==> src/design/lrupr_pkg.sv <==
`default_nettype none

package lrupr_pkg;

    localparam int MAX_FRAMES_DEF = 8;
    localparam int PAGE_COUNT_DEF = 16;

    localparam int PAGE_IN_W = 4;
    localparam int FRAME_CNT_W = 4;
    localparam int FAULT_W = 32;

    localparam logic [FRAME_CNT_W-1:0] FRAME_CNT_RST = 4'd3;

    // per-cell command, decoded once per word by the top level
    typedef struct packed {
        logic en;         // a word is accepted this cycle
        logic hit;        // page already resident somewhere in the row
        logic evict;      // miss with a full row, drop the head cell
        logic in_use;     // cell holds a resident page
        logic below_top;  // cell is not the newest occupied one
        logic tail;       // cell takes the referenced page
    } t_cell_ctl;

    // reduce a page reference into the page range; at most eight steps
    function automatic logic [PAGE_IN_W-1:0] page_mod(
        input logic [PAGE_IN_W-1:0] v,
        input int unsigned          pc
    );
        int unsigned acc;
        acc = int'(v);
        for (int s = 0; s < 8; s++) begin
            if (acc >= pc) begin
                acc = acc - pc;
            end
        end
        return PAGE_IN_W'(acc);
    endfunction

endpackage

`default_nettype wire

==> src/design/lrupr_cell.sv <==
`default_nettype none

module lrupr_cell
    import lrupr_pkg::*;
#(
    parameter int PAGE_W = 4
) (
    input  wire logic              i_clk,
    input  wire t_cell_ctl         i_ctl,
    input  wire logic [PAGE_W-1:0] i_page,
    input  wire logic [PAGE_W-1:0] i_next_page,
    input  wire logic              i_seen,
    output logic [PAGE_W-1:0]      o_page,
    output logic                   o_match,
    output logic                   o_seen
);

    logic [PAGE_W-1:0] r_page;
    logic              w_shift;
    logic              w_load;

    assign o_page  = r_page;
    assign o_match = i_ctl.in_use && (r_page == i_page);
    // seen: the hit position is at or below this cell
    assign o_seen  = i_seen | o_match;

    assign w_shift = i_ctl.en & i_ctl.below_top & (i_ctl.evict | (i_ctl.hit & o_seen));
    assign w_load  = i_ctl.en & i_ctl.tail;

    always_ff @(posedge i_clk) begin
        if (w_load) begin
            r_page <= i_page;
        end else if (w_shift) begin
            r_page <= i_next_page;
        end
    end

endmodule

`default_nettype wire

==> src/design/lru_page_replacement_core.sv <==
`default_nettype none

// Channel   Direction  Handshake               Payload
// -------   ---------  ----------------------  -----------------------------------------
// input     in         i_valid / o_stall       i_page_number
// output    out        o_valid / i_stall       o_fault, o_evicted_valid,
//                                              o_evicted_page, o_fault_total
// config    in         i_cfg_we                i_cfg_data (frame_count)
//
// The associative compare and shift over the cell row happen in the cycle the word
// is accepted, and the result lands in the output register.
// A new word is taken whenever the output register is empty or is being drained.
// Reset clears occupancy, the fault count and the output valid, and sets frame
// count to 3. Cell contents are not reset; unoccupied cells are never compared.
// A stalled result holds in the output register and blocks further input words.

module lru_page_replacement_core
    import lrupr_pkg::*;
#(
    parameter int MAX_FRAMES = MAX_FRAMES_DEF,
    parameter int PAGE_COUNT = PAGE_COUNT_DEF
) (
    input  wire logic                   i_clk,
    input  wire logic                   i_rst_n,
    input  wire logic                   i_cfg_we,
    input  wire logic [FRAME_CNT_W-1:0] i_cfg_data,
    input  wire logic                   i_valid,
    output logic                        o_stall,
    input  wire logic [PAGE_IN_W-1:0]   i_page_number,
    output logic                        o_valid,
    input  wire logic                   i_stall,
    output logic                        o_fault,
    output logic                        o_evicted_valid,
    output logic [PAGE_IN_W-1:0]        o_evicted_page,
    output logic [FAULT_W-1:0]          o_fault_total
);

    localparam int PAGE_W = $clog2(PAGE_COUNT);
    localparam int OCC_W  = $clog2(MAX_FRAMES + 1);
    localparam int CMP_W  = (OCC_W > FRAME_CNT_W) ? OCC_W : FRAME_CNT_W;
    localparam logic [OCC_W-1:0]   OCC_FULL  = OCC_W'(MAX_FRAMES);
    localparam logic [FAULT_W-1:0] FAULT_SAT = '1;

    // control and configuration
    logic [FRAME_CNT_W-1:0] r_frame_count;
    logic [OCC_W-1:0]       r_occ, n_occ;
    logic [FAULT_W-1:0]     r_fault_cnt, n_fault_cnt;
    logic                   r_out_valid, n_out_valid;

    // output payload
    logic                   r_fault;
    logic                   r_ev_valid;
    logic [PAGE_IN_W-1:0]   r_ev_page;
    logic [FAULT_W-1:0]     r_total;

    logic                   w_accept;
    logic [PAGE_IN_W-1:0]   w_pg_red;
    logic [PAGE_W+PAGE_IN_W-1:0] w_pg_ext;
    logic [PAGE_W-1:0]      w_page_in;
    logic [PAGE_W+PAGE_IN_W-1:0] w_ev_ext;

    logic [MAX_FRAMES-1:0]  w_match;
    logic [MAX_FRAMES:0]    w_seen;
    logic [PAGE_W-1:0]      w_page [MAX_FRAMES];
    logic [PAGE_W-1:0]      w_next [MAX_FRAMES];
    t_cell_ctl              w_ctl  [MAX_FRAMES];

    logic                   w_hit;
    logic                   w_evict;
    logic [OCC_W-1:0]       w_tail;
    logic [CMP_W-1:0]       w_occ_cmp;
    logic [CMP_W-1:0]       w_fc_cmp;

    // handshake: a pending result only blocks input while it is stalled
    assign o_stall  = r_out_valid & i_stall;
    assign w_accept = i_valid & ~o_stall;

    // fold the reference into the page range, then size it for the cells
    assign w_pg_red  = page_mod(i_page_number, PAGE_COUNT);
    assign w_pg_ext  = {{PAGE_W{1'b0}}, w_pg_red};
    assign w_page_in = w_pg_ext[PAGE_W-1:0];

    // pages are unique in the row, so any match is the hit
    assign w_hit = |w_match;

    // on a miss, evict when the row is at or above the frame count; a frame count of zero
    // behaves as one, and one above the capacity is capped by the full check
    assign w_occ_cmp = CMP_W'(r_occ);
    assign w_fc_cmp  = CMP_W'(r_frame_count);
    assign w_evict   = ~w_hit && (r_occ != '0) &&
                       ((w_occ_cmp >= w_fc_cmp) || (r_occ == OCC_FULL));

    // newest page goes into the top occupied cell after a shift, else one above
    assign w_tail = (w_hit | w_evict) ? (r_occ - OCC_W'(1)) : r_occ;

    assign w_seen[0] = 1'b0;

    for (genvar k = 0; k < MAX_FRAMES; k++) begin : g_cell
        localparam logic [OCC_W-1:0] K_IDX  = OCC_W'(k);
        localparam logic [OCC_W-1:0] K_NEXT = OCC_W'(k + 1);

        always_comb begin
            w_ctl[k].en        = w_accept;
            w_ctl[k].hit       = w_hit;
            w_ctl[k].evict     = w_evict;
            w_ctl[k].in_use    = K_IDX < r_occ;
            w_ctl[k].below_top = K_NEXT < r_occ;
            w_ctl[k].tail      = (w_tail == K_IDX);
        end

        // the top cell never shifts; feed it the new page to keep it tied off
        if (k == MAX_FRAMES - 1) begin : g_top
            assign w_next[k] = w_page_in;
        end else begin : g_mid
            assign w_next[k] = w_page[k+1];
        end

        lrupr_cell #(
            .PAGE_W (PAGE_W)
        ) u_cell (
            .i_clk       (i_clk),
            .i_ctl       (w_ctl[k]),
            .i_page      (w_page_in),
            .i_next_page (w_next[k]),
            .i_seen      (w_seen[k]),
            .o_page      (w_page[k]),
            .o_match     (w_match[k]),
            .o_seen      (w_seen[k+1])
        );
    end

    // head cell holds the least recently used page
    assign w_ev_ext = {{PAGE_IN_W{1'b0}}, w_page[0]};

    always_comb begin
        n_occ       = r_occ;
        n_fault_cnt = r_fault_cnt;
        n_out_valid = r_out_valid & i_stall;
        if (w_accept) begin
            n_out_valid = 1'b1;
            if (~w_hit) begin
                if (r_fault_cnt != FAULT_SAT) begin
                    n_fault_cnt = r_fault_cnt + FAULT_W'(1);
                end
                // grow only when nothing is evicted
                if (~w_evict) begin
                    n_occ = r_occ + OCC_W'(1);
                end
            end
        end
    end

    always_ff @(posedge i_clk) begin
        if (!i_rst_n) begin
            r_frame_count <= FRAME_CNT_RST;
            r_occ         <= '0;
            r_fault_cnt   <= '0;
            r_out_valid   <= 1'b0;
        end else begin
            if (i_cfg_we) begin
                r_frame_count <= i_cfg_data;
            end
            r_occ       <= n_occ;
            r_fault_cnt <= n_fault_cnt;
            r_out_valid <= n_out_valid;
        end
    end

    // load the result with the word; hold it while stalled
    always_ff @(posedge i_clk) begin
        if (w_accept) begin
            r_fault    <= ~w_hit;
            r_ev_valid <= w_evict;
            r_ev_page  <= w_evict ? w_ev_ext[PAGE_IN_W-1:0] : '0;
            r_total    <= n_fault_cnt;
        end
    end

    assign o_valid         = r_out_valid;
    assign o_fault         = r_fault;
    assign o_evicted_valid = r_ev_valid;
    assign o_evicted_page  = r_ev_page;
    assign o_fault_total   = r_total;

endmodule

`default_nettype wire

==> config.mk <==
export PLATFORM = sky130hd
export DESIGN_NAME = lru_page_replacement_core
export DESIGN_NICKNAME = d
export VERILOG_FILES = /design/src/design/lrupr_pkg.sv /design/src/design/lrupr_cell.sv /design/src/design/lru_page_replacement_core.sv
export SDC_FILE = /design/constraint.sdc
export NUM_CORES = 1
export LEC_CHECK = 0
export ABC_AREA = 1
export ABC_CLOCK_PERIOD_IN_PS = 9350
export BUFFER_PORTS_ARGS = -buffer_cell sky130_fd_sc_hd__buf_2
export CAP_MARGIN = 20
export CORE_ASPECT_RATIO = 1.1
export CORE_MARGIN = 10
export CORE_UTILIZATION = 65
export DETAILED_ROUTE_END_ITERATION = 16
export PLACE_DENSITY_LB_ADDON = 0.12
export SYNTH_ARGS = -nofsm -noshare
export SYNTH_HDL_FRONTEND = slang
export SYNTH_SLANG_ARGS = --single-unit
==> constraint.sdc <==
create_clock -name i_clk -period 9.35 [get_ports i_clk]
set_input_delay 1.87 -clock i_clk [delete_from_list [all_inputs] [get_ports i_clk]]
set_output_delay 1.87 -clock i_clk [all_outputs]
set_load 0.01 [all_outputs]
## After elaboration in Yosys (flattened, before gate mapping)

Index checks and enable logic that the tools add are counted.

| operators by class | value |
|---|---|
| add/sub/neg operators | 3 |
| order comparisons | 10 |
| equal/unequal tests | 17 |
| multiplexer cells | 21 |
| bitwise gates (word level) | 53 |
| reduce and logical (&&, ||, !) cells | 23 |

Operators by type and width:

| operator | count |
|---|---|
| $mux 32 | 3 |
| $mux 4 | 17 |
| $and 1x1->1 | 34 |
| $add 32x1->32 const B | 1 |
| $eq 4x4->1 | 8 |
| $ne 32x32->1 const B | 1 |
| $eq 4x3->1 const B | 4 |
| $lt 3x4->1 const A | 4 |
| $or 1x1->1 | 16 |
| $reduce_bool 2->1 | 8 |
| $logic_and 1x1->1 | 10 |
| $eq 4x2->1 const B | 2 |
| $lt 1x4->1 const A | 2 |
| $lt 2x4->1 const A | 2 |
| $reduce_or 8->1 | 1 |
| $add 4x1->4 const B | 1 |
| $eq 4x1->1 const B | 1 |
| $eq 4x4->1 const B | 1 |
| $ge 4x4->1 | 1 |
| $logic_not 4->1 | 1 |
| $lt 4x4->1 const A | 1 |
| $reduce_bool 4->1 | 1 |
| $sub 4x1->4 const B | 1 |
| $not 1->1 | 3 |
| 3 further kinds | 3 |

| word-level totals | value |
|---|---|
| flip-flop bits (word level) | 111 |
| bits of input ports | 13 |
| output and inout port bits | 40 |
| word-level logic and storage cells | 143 |

## Longest topological paths before layout

| logic depth | value |
|---|---|
| word-level depth | 14 |
| mapped depth | 16 |
| mapped depth without buffers | 16 |

## By module

A second synthesis with hierarchy kept.

| second synthesis, totals | value |
|---|---|
| cell total of the unflattened synthesis | 843 |
| area, all modules | 6462.4 um2 |

By module, submodules not included:

| module | instances | cells an instance | area an instance (um2) | seq. area each (um2) |
|---|---|---|---|---|
| lru_page_replacement_core | 1 | 531 | 4160.2 | 1961.9 |
| lrupr_cell | 8 | 39 | 287.8 | 120.1 |

## Worst setup path before layout

OpenSTA, ideal clock, no wires.

| timing path | value |
|---|---|
| kind | input -> register |
| start | in i_stall |
| end | reg g_cell[0].u_cell.r_page[0], enable pin |
| library setup time | 310 ps |
| arrival time | 3954 ps |
| data required time | 9040 ps |
| setup slack | 5086 ps |
| stages | 6 |
| buffers on the path | 1 |
| path through | nand2_1 -> inv_1 -> nor2_1 -> clkbuf_1 -> nand3_1 -> nand2_1 |

RTL lines:

| element | line | source |
|---|---|---|
| start, declared | lru_page_replacement_core.sv:31 | `input wire logic i_stall,` |
| end signal, assigned | lrupr_cell.sv:32 | `r_page <= i_page;` |
| end signal, assigned | lrupr_cell.sv:34 | `r_page <= i_next_page;` |
| end, declared | lrupr_cell.sv:18 | `logic [PAGE_W-1:0] r_page;` |

## Final worst setup path

| timing path | value |
|---|---|
| start | in i_stall |
| end | reg r_total[13], in the netlist o_fault_total[13] (data pin) |

| on the way | value |
|---|---|
| word-level cells in the longest chain between the ends | 4 |

RTL lines:

| element | line | source |
|---|---|---|
| $and 1x1->1 | lru_page_replacement_core.sv:75 | `assign o_stall = r_out_valid & i_stall;` |
| $not 1->1 | lru_page_replacement_core.sv:76 | `assign w_accept = i_valid & ~o_stall;` |
| $and 1x1->1 | lru_page_replacement_core.sv:76 |  |
| $mux 32 | lru_page_replacement_core.sv:139 | `if (w_accept) begin` |
| net n_fault_cnt[13] | lru_page_replacement_core.sv:47 | `logic [FAULT_W-1:0] r_fault_cnt, n_fault_cnt;` |
| end signal, assigned | lru_page_replacement_core.sv:175 | `r_total <= n_fault_cnt;` |
| end, declared | lru_page_replacement_core.sv:54 | `logic [FAULT_W-1:0] r_total;` |

The timed path passes the listed nets, and every way through them passes these cells.
A chain may end at the register's enable or synchronous reset.

==> impl_metrics.json <==
{
  "hold_class": "flip-flop to flip-flop",
  "cts_tree": "done",
  "drt_first_iter_violations": 591,
  "post_drt_wl_per_cell_um": 15.9,
  "clkTransAtPathRegs_ns": 0.11,
  "row_count": 38,
  "vias_per_cell": 5.68,
  "crit_path_end_kind": "flip-flop",
  "drv_slew": 0,
  "cts_max_level": 3,
  "tightest_slew_ns": 1.00,
  "ys_types": 29,
  "p_leak_nw": 3.15,
  "grt_pass1_vias": 5665,
  "slowest_stage": "inv_1",
  "place_hpwl_mm": 12.0,
  "hold-path-cell-count": 2,
  "drt_pass1_iterations": 7,
  "core_um2": 9790,
  "clock-root-buffer": "clkbuf_8",
  "finalHoldViolCount": 0,
  "slew_headroom_pct": 33.1,
  "antenna_cells": 0,
  "io_buffers": 52,
  "syn-cell-area_um2": 6440,
  "areaGrowthSynthToFinish_pct": 7.94,
  "status": "completed",
  "cts_buffer_depth": 2,
  "vias": 5842,
  "min_to": "r_frame_count[0]$_SDFFE_PN1P_",
  "track_usage_pct": 23.2,
  "gp_congestion": 0.936,
  "fmax_ghz": 0.221,
  "startpoint": "i_stall",
  "cts_sinks": 111,
  "reg2reg_depth": 13,
  "synthAdderAreaFrac_pct": 1.55,
  "grt-ovfl-total": 0,
  "slowest_delay_ns": 0.72,
  "required_ns": 9.50,
  "finalCritPeriodShare_pct": 48.4,
  "setup_viol": 0,
  "cp_cell_sequence": "buf_2 > nand2_1 > inv_1 > nor2_4 > buf_4 > inv_1 > nor3_1 > nand2_1 > nor2_1 > nand2_1 > o21ai_0 > nand2_1",
  "synth_area_per_cell_um2": 7.45,
  "nNetsFinal": 925,
  "fin_tns_setup_ns": 0,
  "synth_top_family_by_area": "simple AND/OR/NAND/NOR gates",
  "synth_seq_cells": 111,
  "numCtsBuffers": 9,
  "grt_max_degree": 71,
  "worstHoldStart": "r_frame_count[0]$_SDFFE_PN1P_",
  "crit_type": "primary input to flip-flop",
  "synth-simple-area-share_pct": 33.9,
  "r2r_start": "r_occ[0]$_SDFFE_PN0P_",
  "worstSkewPairLatency_ns": 0.39,
  "yosysSeqAreaShare_pct": 45.4,
  "skew_ns": 0.00885,
  "stdcell_area_um2": 6960,
  "hold_slack_ns": 0.486,
  "cp_max_fo": 70,
  "cap_violations": 0,
  "grt_pass1_wl_mm": 27.2,
  "pin_count": 53,
  "post_cts_buffers": 0,
  "start_util_pct": 65.8,
  "drt_wl_total_mm": 16.4,
  "arrival_ns": 4.67,
  "rsz0062_at_grt": "false",
  "r2r-end": "o_fault_total[0]$_DFFE_PP_",
  "dieArea_um2": 14300,
  "syn_nets": 886,
  "yosys.area_share.xor_xnor_pct": 4.48,
  "place_area_um2": 6730,
  "rrSetupSlack_ns": 5.91,
  "die_h_um": 124,
  "drive_gt1_share_pct": 11.3,
  "drc": 0,
  "netlist_instances": 865,
  "power_density_nw_per_um2": 163,
  "antenna_found_initial": 0,
  "vdd_drop_max_mv": 0.0933,
  "crit_top_cell": "nand2_1",
  "cts_resized": 0,
  "synth_mux_area_share_pct": 0,
  "period_minus_slack_ns": 4.52,
  "synth_compound_area_share_pct": 7.53,
  "die_x_um": 115,
  "postRouteAntennaNets": 0,
  "start_kind": "primary input",
  "cts_hold_buf": 0,
  "yosysWarningCount": 0
}
[cells in the mapped netlist]
library cell / number / area [um2]
a21oi_1: 37 / 185
nand3_2: 1 / 10.0
inv_2: 8 / 30.0
nor3b_1: 1 / 7.51
edfxtp_1: 70 / 2100
buf_4: 4 / 30.0
o21ai_0: 41 / 205
nor2_4: 5 / 56.3
clkbuf_1: 11 / 41.3
buf_2: 8 / 40.0
nor3_1: 18 / 90.1
xor2_1: 27 / 236
o21bai_1: 1 / 7.51
nor2_8: 2 / 40.0
ha_1: 8 / 100
xnor2_1: 6 / 52.6
o21ai_1: 14 / 70.1
nand4_1: 13 / 81.3
o21ai_2: 2 / 17.5
clkinv_1: 1 / 3.75
inv_1: 76 / 285
nand3_4: 2 / 35.0
nor2_1: 72 / 270
buf_6: 3 / 33.8
nand2_1: 312 / 1170
dfxtp_1: 41 / 821
nand2_2: 12 / 75.1
nand3_1: 68 / 340
nor2_2: 1 / 6.26
[how the worst max path moves through the flow]
stage | cells past startpoint | endpoint
floorplan | 6 | g_cell[0].u_cell.o_page[0]$_DFFE_PP_
global placement | 12 | o_fault_total[13]$_DFFE_PP_
detailed placement | 12 | o_fault_total[13]$_DFFE_PP_
CTS | 12 | o_fault_total[13]$_DFFE_PP_
global route | 12 | o_fault_total[13]$_DFFE_PP_
finish | 12 | o_fault_total[13]$_DFFE_PP_
[final cells by class]
| type | instances | area [um2] |
|---|---|---|
| multi-input cells | 643 | 3070 |
| flip-flops and latches | 111 | 2920 |
| fillers | 824 | 2840 |
| inverters | 85 | 319 |
| repair buffers | 54 | 295 |
| well taps | 120 | 150 |
| clock buffers | 10 | 128 |
| clock inverters | 6 | 76.3 |
[layer usage]
metal  GRT usage (%)  share of wire, %  up-vias
li1                -                 -     2880
met5               0                 0        -
met4            9.33               3.3        0
met2            41.0                53      230
met3            4.67               6.0       45
met1            26.3                38     2687
[registers in the layout, indices dropped and copies added (netlist names)]
| name | cells |
|---|---|
| g_cell.u_cell.o_page | 32 |
| o_fault_total | 32 |
| r_fault_cnt | 32 |
| o_evicted_page | 4 |
| r_frame_count | 4 |
| r_occ | 4 |
| o_evicted_valid | 1 |
| o_fault | 1 |
| o_valid | 1 |
[power breakdown]
group / switching [W] / internal (W) / leakage [nW]
Combinational: 0.000181 / 0.0000668 / 2.04
Clock: 0.000177 / 0.000129 / 0.103
Sequential: 0.0000208 / 0.000559 / 1.00
[stage by stage]
step / worst slack, ns / std cells / util, % / total power [W]
after floorplan: 5.09 / 865 / - / 0.000768
after global placement: 4.48 / 1012 / 68.7 / 0.000823
after detailed placement: 4.43 / 1012 / 68.7 / 0.000831
after CTS: 4.84 / 1028 / 70.7 / 0.00113
after global routing: 4.50 / 1029 / 71.0 / 0.00118
final: 4.83 / 1029 / 71.0 / 0.00113
[cell usage in the layout (no fill, tap or decap), types with 6 or more instances in the layout]
| cell type | count |
|---|---|
| a21oi_1 | 37 |
| o21ai_0 | 41 |
| nand2_1 | 312 |
| nor2_1 | 71 |
| nor2_4 | 6 |
| clkbuf_8 | 9 |
| o21ai_1 | 14 |
| ha_1 | 8 |
| inv_2 | 8 |
| xnor2_1 | 6 |
| xor2_1 | 27 |
| buf_2 | 52 |
| edfxtp_1 | 70 |
| dfxtp_1 | 41 |
| nand3_1 | 68 |
| nand4_1 | 13 |
| nand2_2 | 12 |
| nor3_1 | 18 |
| inv_1 | 76 |
[worst max-delay path, delay by kind of cell]
kind / cells / cell delay, ns
buffers and inverters: 4 / 1.55
AO/OA/AOI/OAI: 1 / 0.28
AND/OR/NAND/NOR: 7 / 0.94
[kinds of logic after synthesis]
logic type	Yosys count
XOR/XNOR	33
flip-flops	111
AND/OR/NAND/NOR	507
adder cells (fa/ha/maj)	8
buffers and inverters	111
AO/OA/AOI/OAI	95
Note: power is estimated with default switching activity, not from simulation.
